## config.mk

```make
export PLATFORM = sky130hd
export DESIGN_NAME = rgb_block_downscale_rle_top
export DESIGN_NICKNAME = d
export VERILOG_FILES = /design/src/rbdr_pkg.sv /design/src/rbdr_cell_ram.sv /design/src/rbdr_encoder.sv /design/src/rgb_block_downscale_rle_top.sv
export VERILOG_INCLUDE_DIRS = /design/src /design/src/src
export SDC_FILE = /design/constraint.sdc
export NUM_CORES = 2
export LEC_CHECK = 0
export BUFFER_PORTS_ARGS = -buffer_cell sky130_fd_sc_hd__buf_2
export CORE_UTILIZATION = 50
export CTS_BUF_LIST = sky130_fd_sc_hd__clkbuf_4 sky130_fd_sc_hd__clkbuf_8 sky130_fd_sc_hd__clkbuf_16
export DETAILED_ROUTE_END_ITERATION = 10
export PLACE_DENSITY = 0.65
export SYNTH_ARGS = -nofsm -noshare
export SYNTH_HDL_FRONTEND = slang
export SYNTH_HIERARCHICAL = 1
export SYNTH_SLANG_ARGS = --single-unit
```

## constraint.sdc

```tcl
create_clock -name clk -period 19.9 [get_ports clk]
set_input_delay 0.995 -clock clk [delete_from_list [all_inputs] [get_ports clk]]
set_output_delay 0.995 -clock clk [all_outputs]
set_load 0.05 [all_outputs]
```

## src/assert_macros.svh

```systemverilog
// Assertion helpers shared by the RTL files.
`ifndef ASSERT_MACROS_SVH
`define ASSERT_MACROS_SVH

// Property must hold at every clock edge outside reset.
`define RBDR_ASSERT(lbl, clk, rst, prop, msg) \
  lbl: assert property (@(posedge clk) disable iff (rst) prop) else $error(msg);

// Expression must never be true outside reset.
`define RBDR_NEVER(lbl, clk, rst, expr, msg) \
  lbl: assert property (@(posedge clk) disable iff (rst) !(expr)) else $error(msg);

`endif

```

## src/rbdr_pkg.sv

```systemverilog
`default_nettype none

package rbdr_pkg;

  localparam int CELLS     = 256;
  localparam int CELL_AW   = $clog2(CELLS);
  localparam int CIDX_W    = CELL_AW + 1;
  localparam int MAX_RUN   = 64;

  // gray = floor((0.35 R + 0.55 G + 0.10 B) / 26), scaled by 100
  localparam int W_RED     = 35;
  localparam int W_GREEN   = 55;
  localparam int W_BLUE    = 10;
  localparam int GRAY_DIV  = 2600;
  localparam int MAX_LEVEL = 9;
  localparam int WSUM_W    = 15;

  localparam logic [7:0] ASCII_ZERO  = 8'd48;
  localparam logic [7:0] ASCII_SPACE = 8'd32;
  localparam logic [7:0] NEWLINE     = 8'd10;

  localparam int          CFG_IW           = 2;
  localparam logic [CFG_IW-1:0] REG_SCALE_FACTOR = CFG_IW'(0);
  localparam logic [CFG_IW-1:0] REG_RUN_CODE     = CFG_IW'(1);
  localparam logic [3:0]  SCALE_RESET      = 4'd3;
  localparam logic [3:0]  SCALE_MAX        = 4'd8;

  typedef enum logic [1:0] {
    S_IDLE,
    S_SUM,
    S_CELL,
    S_UPD
  } state_t;

  typedef struct packed {
    logic       valid;
    logic [6:0] len;
    logic [3:0] lev;
  } chunk_t;

  // words one pixel causes: at most one chunk from coding the cell,
  // one from flushing the open run at line end, then a newline
  typedef struct packed {
    chunk_t x;
    chunk_t y;
    logic   nl;
  } enc_req_t;

  function automatic logic [3:0] clamp_factor(input logic [3:0] f);
    logic [3:0] r;
    r = f;
    if (f == 4'd0) r = 4'd1;
    if (f > SCALE_MAX) r = SCALE_MAX;
    return r;
  endfunction

  // floor(sum / f) saturated at MAX_LEVEL, by compares against k*f
  function automatic logic [3:0] div_sat(input logic [6:0] sum, input logic [3:0] f);
    logic [3:0] q;
    q = 4'd0;
    for (int k = 1; k <= MAX_LEVEL; k++) begin
      if (8'(k) * {4'd0, f} <= {1'b0, sum}) q = 4'(k);
    end
    return q;
  endfunction

  function automatic logic [3:0] gray_level(input logic [WSUM_W-1:0] v);
    logic [3:0] q;
    q = 4'd0;
    for (int k = 1; k <= MAX_LEVEL; k++) begin
      if (v >= WSUM_W'(k * GRAY_DIV)) q = 4'(k);
    end
    return q;
  endfunction

endpackage

`default_nettype wire

```

## src/rbdr_cell_ram.sv

```systemverilog
`default_nettype none

module rbdr_cell_ram (
  input  wire logic                       clk,
  input  wire logic                       we,
  input  wire logic [rbdr_pkg::CELL_AW-1:0] waddr,
  input  wire logic [6:0]                 wdata,
  input  wire logic                       re,
  input  wire logic [rbdr_pkg::CELL_AW-1:0] raddr,
  output logic      [6:0]                 rdata
);

  logic [6:0] mem [rbdr_pkg::CELLS];

  always_ff @(posedge clk) begin
    if (we) begin
      mem[waddr] <= wdata;
    end
  end

  always_ff @(posedge clk) begin
    if (re) begin
      rdata <= mem[raddr];
    end
  end

endmodule

`default_nettype wire

```

## src/rbdr_encoder.sv

```systemverilog
`default_nettype none
`include "assert_macros.svh"

module rbdr_encoder (
  input  wire logic               clk,
  input  wire logic               rst,
  input  wire logic               start,
  input  wire rbdr_pkg::enc_req_t req,
  input  wire logic [7:0]         code_byte,
  input  wire logic               out_stall,
  output logic                    busy,
  output logic                    out_valid,
  output logic [7:0]              out_byte,
  output logic                    last_byte
);

  localparam logic [1:0] BYTE_CODE  = 2'd0;
  localparam logic [1:0] BYTE_COUNT = 2'd1;
  localparam logic [1:0] BYTE_LEVEL = 2'd2;

  rbdr_pkg::enc_req_t pend;
  logic [1:0]         bidx;
  rbdr_pkg::chunk_t   cur;
  logic               use_x;
  logic               on_chunk;
  logic               is_last;
  logic               load;
  logic [7:0]         cur_byte;

  always_comb begin
    use_x    = pend.x.valid;
    on_chunk = pend.x.valid || pend.y.valid;
    cur      = use_x ? pend.x : pend.y;
    load     = busy && (!out_valid || !out_stall);
    if (!on_chunk) begin
      is_last = 1'b1;
    end else if (use_x) begin
      is_last = (bidx == BYTE_LEVEL) && !pend.y.valid && !pend.nl;
    end else begin
      is_last = (bidx == BYTE_LEVEL) && !pend.nl;
    end
    cur_byte = rbdr_pkg::NEWLINE;
    if (on_chunk) begin
      case (bidx)
        BYTE_CODE:  cur_byte = code_byte;
        BYTE_COUNT: cur_byte = {1'b0, cur.len} + rbdr_pkg::ASCII_SPACE;
        BYTE_LEVEL: cur_byte = {4'd0, cur.lev} + rbdr_pkg::ASCII_ZERO;
        default:    cur_byte = rbdr_pkg::NEWLINE;
      endcase
    end
  end

  always_ff @(posedge clk) begin
    if (rst) begin
      busy         <= 1'b0;
      out_valid    <= 1'b0;
      bidx         <= BYTE_CODE;
      pend.x.valid <= 1'b0;
      pend.y.valid <= 1'b0;
      pend.nl      <= 1'b0;
    end else begin
      if (start) begin
        busy <= 1'b1;
        pend <= req;
        bidx <= BYTE_CODE;
      end else if (load) begin
        if (!on_chunk) begin
          pend.nl <= 1'b0;
          busy    <= 1'b0;
        end else if (bidx == BYTE_LEVEL) begin
          bidx <= BYTE_CODE;
          if (use_x) begin
            pend.x.valid <= 1'b0;
          end else begin
            pend.y.valid <= 1'b0;
          end
          if (is_last) begin
            busy <= 1'b0;
          end
        end else begin
          bidx <= bidx + 2'd1;
        end
      end
      if (load) begin
        out_valid <= 1'b1;
      end else if (!out_stall) begin
        out_valid <= 1'b0;
      end
    end
  end

  // output word register, no reset needed
  always_ff @(posedge clk) begin
    if (load) begin
      out_byte  <= cur_byte;
      last_byte <= is_last;
    end
  end

  `RBDR_NEVER(a_start_while_busy, clk, rst, start && busy, "encoder started while busy")
  `RBDR_NEVER(a_busy_empty, clk, rst, busy && !pend.x.valid && !pend.y.valid && !pend.nl,
              "encoder busy with nothing pending")
  `RBDR_ASSERT(a_last_frees, clk, rst, (load && is_last) |=> !busy,
               "encoder still busy after last word")

endmodule

`default_nettype wire

```

## src/rgb_block_downscale_rle_top.sv

```systemverilog
// RGB raster to run-length coded ten-level gray, box-filter downscaled.
// Input channel: in_valid/in_stall with red, green, blue, line_end; a pixel
// is taken when in_valid is high and in_stall low. Output channel:
// out_valid/out_stall with out_byte and last_byte, one word per byte of the
// coded stream; last_byte flags the final word a pixel caused. Pixels that
// finish no cell and end no line give no words.
// Config channel: cfg_valid/cfg_ready (always ready), cfg_index 0 writes
// scale_factor, 1 writes run_code_byte; other indexes are ignored.
// Sequence: each pixel walks accept, gray sum, cell read, cell update, one state
// each, an order set by the read-modify-write of the cell store (read in
// S_CELL, written in S_UPD). A pixel that emits words holds off the next
// pixel until they have all loaded into the output register; its first word
// loads once the cell update has started the coder.
// Reset clears counters, the open run and the registers to defaults; the
// cell store is not cleared and needs no clearing pass.
// When out_stall is high the output word holds, byte generation pauses, and
// in_stall rises once the coder is busy.
`default_nettype none
`include "assert_macros.svh"

module rgb_block_downscale_rle_top (
  input  wire logic                          clk,
  input  wire logic                          rst,
  input  wire logic                          in_valid,
  output logic                               in_stall,
  input  wire logic [7:0]                    red,
  input  wire logic [7:0]                    green,
  input  wire logic [7:0]                    blue,
  input  wire logic                          line_end,
  output logic                               out_valid,
  input  wire logic                          out_stall,
  output logic [7:0]                         out_byte,
  output logic                               last_byte,
  input  wire logic                          cfg_valid,
  output logic                               cfg_ready,
  input  wire logic [rbdr_pkg::CFG_IW-1:0]   cfg_index,
  input  wire logic [7:0]                    cfg_data
);

  rbdr_pkg::state_t state, state_next;

  logic [3:0] scale_factor;
  logic [7:0] run_code_byte;

  logic [3:0]                  fac;
  logic [rbdr_pkg::WSUM_W-1:0] wsum;
  logic                        eol;
  logic [6:0]                  gs_new;
  logic [3:0]                  h_val;
  logic                        cell_go;

  logic [2:0]                  line_in_group;
  logic [2:0]                  pixel_in_group;
  logic [6:0]                  group_sum;
  logic [rbdr_pkg::CIDX_W-1:0] cell_index;
  logic [3:0]                  run_level;
  logic [6:0]                  run_length;

  logic       accept;
  logic       last_line;
  logic       group_done;
  logic       in_range;
  logic       mem_re;
  logic       mem_we;
  logic [6:0] mem_rdata;
  logic [6:0] cell_sum;
  logic [3:0] level;
  logic [6:0] rl_next;
  logic [3:0] rv_next;

  rbdr_pkg::enc_req_t req;
  logic               enc_start;
  logic               enc_busy;

  assign cfg_ready = 1'b1;

  always_ff @(posedge clk) begin
    if (rst) begin
      scale_factor  <= rbdr_pkg::SCALE_RESET;
      run_code_byte <= 8'd0;
    end else if (cfg_valid && cfg_ready) begin
      case (cfg_index)
        rbdr_pkg::REG_SCALE_FACTOR: scale_factor  <= cfg_data[3:0];
        rbdr_pkg::REG_RUN_CODE:     run_code_byte <= cfg_data;
        default: ;
      endcase
    end
  end

  // ---- sequencer ----
  always_ff @(posedge clk) begin
    if (rst) begin
      state <= rbdr_pkg::S_IDLE;
    end else begin
      state <= state_next;
    end
  end

  always_comb begin
    state_next = state;
    in_stall   = 1'b1;
    case (state)
      rbdr_pkg::S_IDLE: begin
        in_stall = enc_busy;
        if (in_valid && !enc_busy) state_next = rbdr_pkg::S_SUM;
      end
      rbdr_pkg::S_SUM:  state_next = rbdr_pkg::S_CELL;
      rbdr_pkg::S_CELL: state_next = rbdr_pkg::S_UPD;
      rbdr_pkg::S_UPD:  state_next = rbdr_pkg::S_IDLE;
      default:          state_next = rbdr_pkg::S_IDLE;
    endcase
  end

  assign accept     = in_valid && !in_stall;
  assign last_line  = ({1'b0, line_in_group} + 4'd1) >= fac;
  assign group_done = ({1'b0, pixel_in_group} + 4'd1) >= fac;
  assign in_range   = cell_index < rbdr_pkg::CIDX_W'(rbdr_pkg::CELLS);
  assign mem_re     = (state == rbdr_pkg::S_CELL) && group_done && in_range;
  assign mem_we     = (state == rbdr_pkg::S_UPD) && cell_go;

  // reads happen in S_CELL, writes in S_UPD: the sequence keeps them apart
  rbdr_cell_ram u_cells (
    .clk   (clk),
    .we    (mem_we),
    .waddr (cell_index[rbdr_pkg::CELL_AW-1:0]),
    .wdata (cell_sum),
    .re    (mem_re),
    .raddr (cell_index[rbdr_pkg::CELL_AW-1:0]),
    .rdata (mem_rdata)
  );

  // ---- cell update and run coding ----
  always_comb begin
    cell_sum = (line_in_group == 3'd0) ? {3'd0, h_val} : mem_rdata + {3'd0, h_val};
    level    = rbdr_pkg::div_sat(cell_sum, fac);
    rl_next  = run_length;
    rv_next  = run_level;
    req      = '0;
    if (cell_go && last_line) begin
      if (rl_next != 7'd0 && level == rv_next) begin
        rl_next = rl_next + 7'd1;
      end else begin
        if (rl_next != 7'd0) begin
          req.x = '{valid: 1'b1, len: rl_next, lev: rv_next};
        end
        rv_next = level;
        rl_next = 7'd1;
      end
      if (rl_next >= 7'(rbdr_pkg::MAX_RUN)) begin
        req.x   = '{valid: 1'b1, len: rl_next, lev: rv_next};
        rl_next = 7'd0;
      end
    end
    if (eol && last_line) begin
      if (rl_next != 7'd0) begin
        req.y   = '{valid: 1'b1, len: rl_next, lev: rv_next};
        rl_next = 7'd0;
      end
      req.nl = 1'b1;
    end
    enc_start = (state == rbdr_pkg::S_UPD) && (req.x.valid || req.y.valid || req.nl);
  end

  // pixel word registers
  always_ff @(posedge clk) begin
    if (accept) begin
      wsum <= rbdr_pkg::WSUM_W'(rbdr_pkg::W_RED) * {7'd0, red}
            + rbdr_pkg::WSUM_W'(rbdr_pkg::W_GREEN) * {7'd0, green}
            + rbdr_pkg::WSUM_W'(rbdr_pkg::W_BLUE) * {7'd0, blue};
      eol  <= line_end;
      fac  <= rbdr_pkg::clamp_factor(scale_factor);
    end
    if (state == rbdr_pkg::S_SUM) begin
      gs_new <= group_sum + {3'd0, rbdr_pkg::gray_level(wsum)};
    end
    if (state == rbdr_pkg::S_CELL) begin
      h_val <= rbdr_pkg::div_sat(gs_new, fac);
    end
  end

  always_ff @(posedge clk) begin
    if (rst) begin
      line_in_group  <= 3'd0;
      pixel_in_group <= 3'd0;
      group_sum      <= 7'd0;
      cell_index     <= '0;
      run_level      <= 4'd0;
      run_length     <= 7'd0;
      cell_go        <= 1'b0;
    end else begin
      case (state)
        rbdr_pkg::S_CELL: begin
          if (group_done) begin
            group_sum      <= 7'd0;
            pixel_in_group <= 3'd0;
            cell_go        <= in_range;
          end else begin
            group_sum      <= gs_new;
            pixel_in_group <= pixel_in_group + 3'd1;
            cell_go        <= 1'b0;
          end
        end
        rbdr_pkg::S_UPD: begin
          run_length <= rl_next;
          run_level  <= rv_next;
          cell_go    <= 1'b0;
          if (cell_go) begin
            cell_index <= cell_index + rbdr_pkg::CIDX_W'(1);
          end
          if (eol) begin
            line_in_group  <= last_line ? 3'd0 : line_in_group + 3'd1;
            cell_index     <= '0;
            pixel_in_group <= 3'd0;
            group_sum      <= 7'd0;
          end
        end
        default: ;
      endcase
    end
  end

  rbdr_encoder u_enc (
    .clk       (clk),
    .rst       (rst),
    .start     (enc_start),
    .req       (req),
    .code_byte (run_code_byte),
    .out_stall (out_stall),
    .busy      (enc_busy),
    .out_valid (out_valid),
    .out_byte  (out_byte),
    .last_byte (last_byte)
  );

  `RBDR_NEVER(a_mem_rw_overlap, clk, rst, mem_we && mem_re, "cell store read and write overlap")
  `RBDR_ASSERT(a_accept_seq, clk, rst, accept |=> (state == rbdr_pkg::S_SUM),
               "accepted pixel did not start the sequence")
  `RBDR_NEVER(a_accept_enc_busy, clk, rst, accept && enc_busy, "pixel taken while coder busy")

endmodule

`default_nettype wire

```

After elaboration in Yosys (flattened, before gate mapping):

Memories as Yosys holds them, arrays and structs flattened. A register that Yosys moved wholly into a read port is not among the register bits.
Cells that the tools add are included.

* reductions and logical operators: 50
* divide/modulo/power cells: 0
* add/sub/neg operators: 13
* equality and inequality tests: 14
* order comparisons: 32
* shift-type cells: 0
* bitwise operators: 1
* $mul: 8
* muxes and demuxes: 83

Operators by type and width (count)
* $mux 4: 26
* $mux 7: 9
* $mux 12: 5
* $le 7x7->1: 8
* $ge 15x14->1 const B: 3
* $ge 15x15->1 const B: 3
* $ge 15x13->1 const B: 2
* $mux 1: 29
* $le 6x7->1: 4
* $mul 6x8->14 const A: 2
* $pmux 8 s3: 1
* $mux 9: 2
* $reduce_and 2->1: 9
* $le 8x7->1: 2
* $add 14x14->15: 1
* $add 15x12->15: 1
* $ge 15x12->1 const B: 1
* $add 7x4->7: 2
* $le 4x7->1: 2
* $le 5x7->1: 2
* $mul 3x4->7 const A: 2
* $pmux 7 s2: 1
* $reduce_bool 7->1: 2
* $logic_and 1x1->1: 13
* 37 further kinds: 69

* bits of input ports: 40
* memories kept: 1
* memory bits (writable): 1792
* word-level logic and storage cells: 231
* ROM bits: 0
* register bits: 117
* latch bits: 0
* output and inout port bits: 12

Memory list
* u_cells.mem: depth 256, width 7, read ports 1, clocked after memory_dff 1, write ports 1, line rbdr_cell_ram.sv:13 `logic [6:0] mem [rbdr_pkg::CELLS];`

Depth between registers and ports, before layout:

* depth after elaboration: 27
* depth in mapped cells: 23
* mapped depth without buffers: 22

By module:

Netlist, hierarchy kept.

Modules (own cells, without submodules)
* rbdr_cell_ram: cells an instance 3381, area each 70267.4 um^2, instances 1
* rgb_block_downscale_rle_top: cells an instance 1101, area each 9788.1 um^2, instances 1
* rbdr_encoder: cells an instance 110, area each 1596.5 um^2, instances 1

Worst setup path after synthesis:

OpenSTA, ideal clock, no wires.

* kind: reg-to-reg
* from: register line_in_group[0]
* to: register u_enc/pend[10] (netlist name) (enable)
* data arrival time: 15.498 ns
* path slack: 3.997 ns
* stages on the path, launching flop included: 19
* clock period less this slack: 15.903 ns
* required time: 19.495 ns
* setup time: 0.405 ns
* cells stage by stage: dfxtp_1 -> inv_1 -> ha_1 -> nor2b_1 -> buf_6 -> o21ai_0 -> ha_1 -> nand3_1 -> o21ai_0 -> maj3_1 -> o22a_1 -> o21ai_0 -> a31oi_2 -> o2111a_1 -> buf_6 -> a21oi_2 -> o21a_1 -> buf_2 -> nor2b_1

RTL lines
* from (decl): line rgb_block_downscale_rle_top.sv:52 `logic [2:0] line_in_group;`
* from (signal assigned): line rgb_block_downscale_rle_top.sv:211 `line_in_group <= last_line ? 3'd0 : line_in_group + 3'd1;`
* to (signal assigned): line rbdr_encoder.sv:64 `pend <= req;`
* to (decl): line rbdr_encoder.sv:21 `rbdr_pkg::enc_req_t pend;`

==> out/metrics.yaml <==
tns_ns: 0
seqPwrFrac_pct: 49.6
required_ns: 20.30
initial_utilization_pct: 50.62
cts_hold_buf: 0
numPortBuffers: 50
cts-root-buf: "clkbuf_16"
drv_cap: 0
multi_input_area_mm2: 0.02269
ctsResizeCount: 0
worstPathCellList: "inv_1 -> ha_1 -> nor2b_1 -> nand2_1 -> nand2_4 -> inv_1 -> ha_1 -> nor2b_1 -> o21ai_0 -> a21boi_0 -> o21ai_1 -> or2_0 -> nor3_1 -> and4_1 -> o2111a_1 -> buf_4 -> a21oi_2 -> o21a_1 -> nor2b_2"
yosysWarningCount: 6
p_leak_nw: 28.89
drtPass1Iterations: 5
synth_edf_count: 1858
cp_max_fo: 84
worstSetupStartpoint: "line_in_group[0]"
dp.cells: 6626
cts_sinks: 1913
ant_nets: 0
rsz0062_at_grt: "false"
dpl_cell_area_mm2: 0.08370
ir_drop_uv: 98.35
post-place-ws_ns: 13.00
ys.flop_type: "edfxtp_1"
netSwitchingPower_mw: 2.269
cp_slowest_stage_delay_ns: 0.92
fin_ws_ns: 12.90
seq_area_frac_synth_pct: 69.68
drive_above_1_share_pct: 18.09
p_int_mw: 7.209
fin_area_mm2: 0.09001
skew_ns: 0.03120
vias: 42954
clkLatencyLatePin_ns: 0.81
synthCells: 4592
worstPathArrival_ns: 7.41
maxSlewViolCount: 0
holdCritStartpoint: "line_end"
cts.clk_slew.worst_paths_ns: 0.06
cp-end-kind: "flip-flop"
power_density_mw_per_mm2: 105.3
final_nets: 4935
hold_viol: 0
critPathSlowestCell: "nor2b_2"
die-area_mm2: 0.1649
grt_max_degree: 221
grt_pass1_wl_mm: 281.7
grt_overflow: 0
num_io_pins: 52
dp_hpwl_mm: 114.3
fillers: 12277
numCtsBuffers: 189
globalplace.congestion: 0.8682
stdcell_count: 6976
path_class: "reg2reg"
netlist_area_mm2: 0.08165
holdCritPathClass: "in2reg"
start_kind: "flip-flop"
async_flop_share_pct: 0
grt_pass1_vias: 42568
grtUsageTotal_pct: 23.25
drcViolationCount: 0
synth-seq-cells: 1913
timing.rr.start: "line_in_group[0]"
clk_path_buf_depth: 3
fmax_mhz: 142.8
p_sw_share_pct: 23.94
p_clk_share_pct: 37.8
cts_tree: "done"
die_height_um: 406.1
grt_antenna_before_repair: 8
first_iter_violations: 4925
vias_per_cell: 6.157
die_w_um: 406.1
fin_crit_ns: 7.004
setup_violations: 0
outcome: "finished, final reports clean"
wire_per_inst_um: 27.23
period_share_pct: 35.19
cts_setup_buffers: 0
drt-total-wl_mm: 189.9
rows: 147
area_growth_syn_to_layout_pct: 10.23
syn_avg_cell_area_um2: 17.78
synth_cell_types: 101
combPwrFrac_pct: 12.5
tightest_slew_ns: 1.225
synthesis.nets: 4870
p_total_mw: 9.478
slew_headroom_pct: 17.57
regArea_mm2: 0.05691
htreeDepth: 4
core-area_mm2: 0.1613
-- sequential cells by signal, summed over array words and instances (netlist names) --
register         cells
run_level            4
u_cells/rdata        7
u_enc/out_byte       8
cell_index           9
u_enc/out_valid      1
pixel_in_group       3
fac                  4
scale_factor         4
state                2
wsum                12
u_enc/pend          24
eol                  1
cell_go              1
run_code_byte        8
h_val                4
u_cells/mem       1792
u_enc/bidx           2
group_sum            7
u_enc/busy           1
u_enc/use_x          1
run_length           7
line_in_group        3
gs_new               7
u_enc/last_byte      1
-- cells in the final DEF (no fill, tap or decap), types with 23 or more instances in the layout --
master,n
a21o_1,36
a21oi_1,114
a221oi_1,23
a22oi_1,69
buf_2,50
buf_4,62
clkbuf_16,200
clkbuf_4,48
clkinv_1,37
clkinv_2,28
dfxtp_1,49
edfxtp_1,1858
fa_1,57
ha_1,181
inv_1,137
mux2i_1,181
mux4_2,380
nand2_1,127
nand2b_1,31
nand3_1,64
nand4_1,26
nor2_1,377
nor2b_1,41
nor3_1,54
nor4_1,37
o21a_1,29
o21ai_0,45
o22ai_1,74
xnor2_1,25
-- stage by stage --
stage / hold slack [ns] / util [%]
after floorplan: 0.4573 / -
after global placement: 0.4683 / 51.89
after detailed placement: 0.4943 / 51.89
after CTS: 0.3112 / 55.80
after global routing: 0.3493 / 55.80
final: 0.3810 / 55.80
-- area by class of cell --
| type | instances | share of cell area, % |
|---|---|---|
| diodes | 2 | 0.005560 |
| flip-flops and latches | 1913 | 63.23 |
| repair buffers | 117 | 0.9064 |
| multi-input cells | 2292 | 25.21 |
| inverters | 144 | 0.6422 |
| well taps | 2160 | 3.003 |
| clock inverters | 99 | 1.025 |
| clock buffers | 249 | 5.976 |
-- critical path: cells and delay by family (launching register included) --
family,cells,cell delay [ns]
and+or+nand+nor,8,3.35
AOI/OAI and AO/OA,6,1.73
adders and majority gates,2,0.62
buffers and inverters,3,0.55
DFF,1,0.35
-- Yosys cell counts (57+ instances only) --
library cell	instances	area, um2
fa_1	57	1141
mux2i_1	181	1812
ha_1	181	2265
a22oi_1	69	518.0
nand3_1	66	330.3
nand2_1	129	484.2
nor2_1	381	1430
a21oi_1	114	570.6
inv_1	141	529.3
clkbuf_1	112	420.4
edfxtp_1	1858	55790
o22ai_1	74	462.9
mux4_2	380	8558
-- kinds of logic (layout without fill, tap and decap cells) --
logic type | count (synthesis) | count (layout) | share of synthesized area, %
flip-flops | 1913 | 1913 | 69.68
AND/OR/NAND/NOR | 854 | 854 | 4.910
AO/OA/AOI/OAI | 578 | 578 | 5.061
multiplexers | 577 | 577 | 13.10
buffers and inverters | 387 | 609 | 2.590
adder cells (fa/ha/maj) | 242 | 242 | 4.222
XOR/XNOR | 40 | 40 | 0.4291
other | 1 | 3 | 0.004593
-- path summary, 6_finish.rpt --
kind | endpoint | slack, ns | cells after the start
hold / removal | eol | 0.38 | 1
setup / recovery | u_enc/pend[3] | 12.90 | 19
hold reg to reg | line_in_group[1] | 0.50 | 2
setup reg to reg | u_enc/pend[3] | 12.90 | 19
-- metal layers --
metal  GRT usage [%]  wire length (um)  up-vias
met4           6.938              5345        8
met5               0                65        -
met2           36.51             90280     1686
met3           4.268             15210      318
li1                -                 -    18585
met1           33.30             79030    22357
-- power by group through the flow --
stage	clock (mW)	sequential (mW)	combinational [mW]
after CTS	3.65	4.70	1.20
after detailed placement	0	4.79	1.20
after global routing	3.80	4.71	1.35
after floorplan	0	4.83	0.870
after global placement	0	4.79	1.17
final	3.59	4.70	1.19
No activity file was read; power rests on OpenSTA's default activity.
